$ cat config.mk
export PLATFORM = sky130hd
export DESIGN_NAME = hlpc_rate_scale
export DESIGN_NICKNAME = d
export VERILOG_FILES = /design/src/rtl/hlpc_pkg.sv /design/src/rtl/hlpc_rate_scale.sv
export SDC_FILE = /design/constraint.sdc
export NUM_CORES = 1
export LEC_CHECK = 0
export BUFFER_PORTS_ARGS = -buffer_cell sky130_fd_sc_hd__buf_2
export CAP_MARGIN = 40
export CORE_MARGIN = 2
export CORE_UTILIZATION = 35
export DETAILED_ROUTE_END_ITERATION = 10
export GPL_ROUTABILITY_DRIVEN = 0
export SLEW_MARGIN = 20
export SYNTH_ARGS = -nofsm -noshare
export SYNTH_HDL_FRONTEND = slang
export SYNTH_SLANG_ARGS = --single-unit
$ cat constraint.sdc
create_clock -name clk -period 2.6 [get_ports clk]
set_input_delay 0.52 -clock clk [delete_from_list [all_inputs] [get_ports clk]]
set_output_delay 0.52 -clock clk [all_outputs]
set_load 0.03 [all_outputs]
$ cat src/rtl/hlpc_pkg.sv
// ============================================================================
// hlpc_pkg
// Shared types and constants for the hopping leg phase controller.
// ============================================================================
package hlpc_pkg;

    // Default control tick length in milliseconds.
    localparam int unsigned TICK_MS_DEFAULT = 1;

    // Configuration register indexes.
    localparam int CFG_INDEX_W = 3;
    localparam logic [CFG_INDEX_W-1:0] REG_REST_LENGTH     = 3'd0;
    localparam logic [CFG_INDEX_W-1:0] REG_THRESHOLD_FRAC  = 3'd1;
    localparam logic [CFG_INDEX_W-1:0] REG_SPRING_STIFF    = 3'd2;
    localparam logic [CFG_INDEX_W-1:0] REG_THRUST_FORCE    = 3'd3;
    localparam logic [CFG_INDEX_W-1:0] REG_POSE_GAIN_P     = 3'd4;
    localparam logic [CFG_INDEX_W-1:0] REG_POSE_GAIN_V     = 3'd5;

    // Configuration reset values.
    localparam logic [15:0] REST_LENGTH_RST    = 16'd4915;
    localparam logic [15:0] THRESHOLD_FRAC_RST = 16'd62259;
    localparam logic [15:0] SPRING_STIFF_RST   = 16'd2000;
    localparam logic [15:0] THRUST_FORCE_RST   = 16'd1600;
    localparam logic [15:0] POSE_GAIN_P_RST    = 16'd3277;
    localparam logic [15:0] POSE_GAIN_V_RST    = 16'd102;

    // Leg length assumed before the first tick (0.8 m in Q4.12).
    localparam logic [15:0] PRIOR_LENGTH_RST = 16'd3277;

    // Width of the scaled absolute difference and of the signed raw rate.
    localparam int SCALED_W = 26;
    localparam int RAW_W    = SCALED_W + 1;

    // Hop phases.
    typedef enum logic [2:0] {
        PH_LOADING     = 3'd0,
        PH_COMPRESSION = 3'd1,
        PH_THRUST      = 3'd2,
        PH_UNLOADING   = 3'd3,
        PH_FLIGHT      = 3'd4
    } phase_t;

    // Stage enables for the rate scaling pipeline.
    typedef struct packed {
        logic mul;
        logic fix;
    } scale_en_t;

endpackage

$ cat src/rtl/hlpc_rate_scale.sv
// ============================================================================
// hlpc_rate_scale
// Two-stage scaling of an absolute difference (already times 1000) by
// 1/TICK_MS with truncation, followed by the sign of the difference.
// ============================================================================
module hlpc_rate_scale #(
    parameter int unsigned TICK_MS = hlpc_pkg::TICK_MS_DEFAULT
) (
    input  logic                                  clk,
    input  hlpc_pkg::scale_en_t                   en,
    input  logic [hlpc_pkg::SCALED_W-1:0]         scaled,
    input  logic                                  neg,
    output logic signed [hlpc_pkg::RAW_W-1:0]     raw
);
    import hlpc_pkg::*;

    // Reciprocal with 31 fraction bits; the estimate is low by at most one.
    localparam int          RECIP_SHIFT = 31;
    localparam logic [31:0] RECIP       = 32'((64'd1 << RECIP_SHIFT) / TICK_MS);
    localparam logic [RAW_W-1:0] TICK_W = RAW_W'(TICK_MS);

    logic [SCALED_W+31:0]  product;
    logic [SCALED_W-1:0]   est_next;
    logic [SCALED_W-1:0]   est_reg;
    logic [SCALED_W-1:0]   scaled_reg;
    logic                  neg_reg;
    logic [RAW_W-1:0]      back_mul;
    logic [RAW_W-1:0]      remainder;
    logic [SCALED_W-1:0]   quot;
    logic signed [RAW_W-1:0] raw_next;
    logic signed [RAW_W-1:0] raw_reg;

    assign product  = {32'd0, scaled} * {{SCALED_W{1'b0}}, RECIP};
    assign est_next = product[SCALED_W+RECIP_SHIFT-1:RECIP_SHIFT];

    always_ff @(posedge clk)
    begin
        if (en.mul)
        begin
            est_reg    <= est_next;
            scaled_reg <= scaled;
            neg_reg    <= neg;
        end
    end

    // The remainder is known to lie below twice the tick, so one compare
    // settles the quotient.
    assign back_mul  = RAW_W'({1'b0, est_reg} * TICK_W);
    assign remainder = {1'b0, scaled_reg} - back_mul;
    assign quot      = est_reg + SCALED_W'(remainder >= TICK_W);
    assign raw_next  = neg_reg ? -$signed({1'b0, quot}) : $signed({1'b0, quot});

    always_ff @(posedge clk)
    begin
        if (en.fix)
        begin
            raw_reg <= raw_next;
        end
    end

    assign raw = raw_reg;

endmodule

Word level (Yosys, flattened, before mapping)
Cells that the tools add are included.
Operators by class
  add/sub/neg operators: 3
  order comparisons: 1
  muxes and demuxes: 1
Operators by type and width (count)
  27-bit by 1-bit greater-or-equal comparator with 1-bit output, second input constant: 1
  26-bit negation with 27-bit output: 1
  26-bit by 26-bit subtractor with 27-bit output: 1
  26-bit by 1-bit adder with 26-bit output: 1
  26-bit 2-to-1 mux: 1
Word-level totals
  word-level logic and storage cells: 9
  input port bits: 30
  output and inout bits: 27
  register bits after elaboration: 54

Longest topological paths before layout
  word-level depth: 5
  depth in mapped cells: 6
  depth with buffers taken out: 6

Least setup slack after synthesis
Ideal clock, no wire load.
  path type: register to register
  start: reg scaled_reg[0]
  end: reg raw_reg[18], in the netlist raw[18] (data pin)
  library setup time: 0.263 ns
  arrival: 1.558 ns
  stages on the path, launching flop included: 7
  clock period less this slack: 1.820 ns
  slack: 0.780 ns
  data required time: 2.337 ns
  buffers on the path: 0
  cell sequence: edfxtp_1 -> inv_1 -> ha_1 -> nor3b_1 -> nand4_2 -> o41ai_2 -> xnor2_1
On the way
  longest elaborated chain between the ends: 5
Ends and longest elaborated chain
  from (decl): RTL line hlpc_rate_scale.sv:25  | logic [SCALED_W-1:0] scaled_reg;
  from (signal assigned): RTL line hlpc_rate_scale.sv:41  | scaled_reg <= scaled;
  26-bit by 26-bit subtractor with 27-bit output: RTL line hlpc_rate_scale.sv:49  | assign remainder = {1'b0, scaled_reg} - back_mul;
  27-bit by 1-bit greater-or-equal comparator with 1-bit output: RTL line hlpc_rate_scale.sv:50  | assign quot = est_reg + SCALED_W'(remainder >= TICK_W);
  26-bit by 1-bit adder with 26-bit output *: RTL line hlpc_rate_scale.sv:50
  26-bit negation with 27-bit output: RTL line hlpc_rate_scale.sv:51  | assign raw_next = neg_reg ? -$signed({1'b0, quot}) : $signed({1'b0, quot});
  26-bit 2-to-1 mux *: RTL line hlpc_rate_scale.sv:51
  via raw_next[18]: RTL line hlpc_rate_scale.sv:30  | logic signed [RAW_W-1:0] raw_next;
  to (signal assigned): RTL line hlpc_rate_scale.sv:57  | raw_reg <= raw_next;
  to (decl): RTL line hlpc_rate_scale.sv:31  | logic signed [RAW_W-1:0] raw_reg;
The timed path passes the listed nets; every way through them passes the cells marked *.
A chain may end at the register's enable or synchronous reset.

Worst setup path in the final report
Ends and elaborated chain as after synthesis.

==> results.toml <==
[sta]
setup_viol = 0
slew_headroom = 0.493
tns_ns = 0
finalCriticalPeriod_ns = 2.13
max_slew.worst_pin.slew_ns = 0.761
min_period_over_period = 0.820
finClkSkew_ns = 0.00556
drv_slew = 0
rsz0062_at_grt = "no"
fmax_mhz = 469
finalHoldViolations = 0

[setup_path]
cp_max_fo = 7
cp.arrival_ns = 2.18
critPathLaunchType = "flop"
rr_worst_depth = 6
end_kind = "flop"
worstReg2RegStart = "scaled_reg[0]"
critPathLaunch = "scaled_reg[0]"
worstSetupPathType = "reg -> reg"
crit_end = "raw[18]"
regToRegEndpoint = "raw[18]"
cp.required_ns = 2.65
r2r_slack_ns = 0.47

[routing]
dr.pass1.iters = 4
vias = 1245
drc = 0
vias_per_cell = 4.61
wl_per_cell_um = 13.5
ant_nets = 0
wl_um = 3640
drt_iter0_markers = 68

[floorplanning]
start_util = 0.367
core_mm2 = 0.00599
fp.dieW_um = 83.2
rows = 28
die_h_um = 83.2
num_io_pins = 57
die_area_mm2 = 0.00693

[clock_network]
clk_pin_slew_ns = 0.09
cts_max_level = 2
clock-sinks = 54
cts_resized = 0
clk_latency_ns = 0.30
cts_tree = "yes"
cts_hold_buf = 0
cts.path.max_buffers = 2
cts_buffers = 5
postCtsSetupRepairBufs = 0
root_buffer = "clkbuf_8"

[global_routing]
antenna_found_initial = 0
grt_start_max_net_pins = 28
grt_pass1_wl_um = 6020
grt_pass1_vias = 1240
grt_overflow = 0
grtUsageTotal = 0.110

[yosys]
avgSynthCellArea_um2 = 16.5
synthesis.nets = 164
syn_inst = 133
yosys_warnings = 0
ys_ff_latch = 54
synthesis.area_mm2 = 0.00220
seq_area_frac_synth = 0.738
synth.distinct_cells = 25

[power]
finalPower_uw = 1920
p_leak_uw = 0.000961
ir_worst_vdd_mv = 0.234
internal_power_uw = 1450
pwr-share-comb = 0.138
netSwitchingPower_uw = 471
pwr-share-clk = 0.278
swShare = 0.246
p_per_area_mw_per_mm2 = 718
seqPwrFrac = 0.583

[final_layout]
layout_common_cells = "buf_2 (56), edfxtp_1 (54), xnor2_1 (22)"
regArea_mm2 = 0.00162
syn2layout_area_growth_pct = 21.5
largest_reg_flops = 27
final_nets = 225
diodes = 0
drive_gt1_frac = 0.354
final_common_cell = "buf_2"
nFillCells = 547
multi_input_area_um2 = 557

[place]
hpwlAfterDp_um = 2790
portBuffers = 56

[flow_run]
maxCapViolCount = 0

[worst_hold_path]
hold_class = "in -> reg"

[status]
outcome = "finished clean"
-- cells in the mapped netlist --
| library cell | n | area (um^2) |
|---|---|---|
| o41ai_1 | 1 | 8.76 |
| nand4_2 | 1 | 12.5 |
| xnor2_1 | 22 | 193 |
| edfxtp_1 | 54 | 1620 |
| nor2_1 | 3 | 11.3 |
| nor3_1 | 6 | 30.0 |
| nor3b_1 | 1 | 7.51 |
| nor4_4 | 1 | 21.3 |
| o41ai_2 | 3 | 48.8 |
| nand2b_1 | 1 | 6.26 |
| inv_1 | 3 | 11.3 |
| o21ai_0 | 8 | 40.0 |
| xor2_1 | 2 | 17.5 |
| ha_1 | 1 | 12.5 |
| nand4_1 | 2 | 12.5 |
| nor3_2 | 1 | 10.0 |
| nand3_1 | 1 | 5.00 |
| o31ai_1 | 7 | 52.6 |
| or3_1 | 1 | 6.26 |
| or4_1 | 1 | 7.51 |
| nand2_1 | 8 | 30.0 |
| a21oi_1 | 1 | 5.00 |
| nor4_2 | 1 | 12.5 |
| clkbuf_1 | 2 | 7.51 |
| a31oi_1 | 1 | 6.26 |
-- area by class of cell --
type,count,area share
clock buffer,7,0.0286
multi-input combinational,74,0.209
sequential,54,0.607
tap,75,0.0351
clock inverter,1,0.0112
timing repair buffer,56,0.105
inverter,3,0.00422
-- power by group through the flow --
| stage | sequential [uW] | combinational [uW] | clock, uW |
|---|---|---|---|
| after CTS | 1120 | 269 | 551 |
| after global placement | 1140 | 264 | 0 |
| after detailed placement | 1140 | 268 | 0 |
| after floorplan | 1220 | 87.3 | 0 |
| after global routing | 1130 | 287 | 586 |
| final | 1120 | 265 | 534 |
-- worst min path at each step --
stage	startpoint	endpoint	slack (ns)	depth (start not counted)
3_3_place_gp	scaled_reg[0]	raw[0]	0.56	0
4_1_cts	scaled[11]	scaled_reg[11]	0.38	1
5_1_grt	scaled[3]	scaled_reg[3]	0.37	1
3_5_place_dp	scaled_reg[0]	raw[0]	0.55	0
6_report	scaled[11]	scaled_reg[11]	0.39	1
2_1_floorplan	scaled_reg[0]	raw[0]	0.48	0
-- critical path: stages, from the launching register on --
cell      delay, ns
edfxtp_1       0.46
inv_1          0.11
ha_1           0.22
nor3b_1        0.34
nand4_2        0.29
o41ai_2        0.37
xnor2_1        0.10
-- layer usage --
metal,vias up,routed length [um],track usage
li1,632,-,-
met1,566,1770,0.155
met2,41,1540,0.152
met3,6,242,0.0378
met4,0,82,0.0537
met5,-,0,0
-- cell families after synthesis --
kind of cell,Yosys count,synth area share
buf+inv,5,0.00854
compound gates,21,0.0735
xor+xnor,24,0.0957
fa+ha+maj,1,0.00569
flops,54,0.738
simple gates,28,0.0786
-- stage by stage --
stage / std cells / instance area, um^2 / util / hold slack, ns / setup slack, ns
6_report: 270 / 2670 / 0.446 / 0.387 / 0.469
5_1_grt: 270 / 2670 / 0.446 / 0.369 / 0.279
4_1_cts: 270 / 2670 / 0.446 / 0.377 / 0.493
3_5_place_dp: 262 / 2560 / 0.428 / 0.545 / 0.522
3_3_place_gp: 262 / 2560 / 0.428 / 0.557 / 0.478
2_1_floorplan: 133 / 2200 / - / 0.477 / 0.780
(Power assumes the default switching activity.)
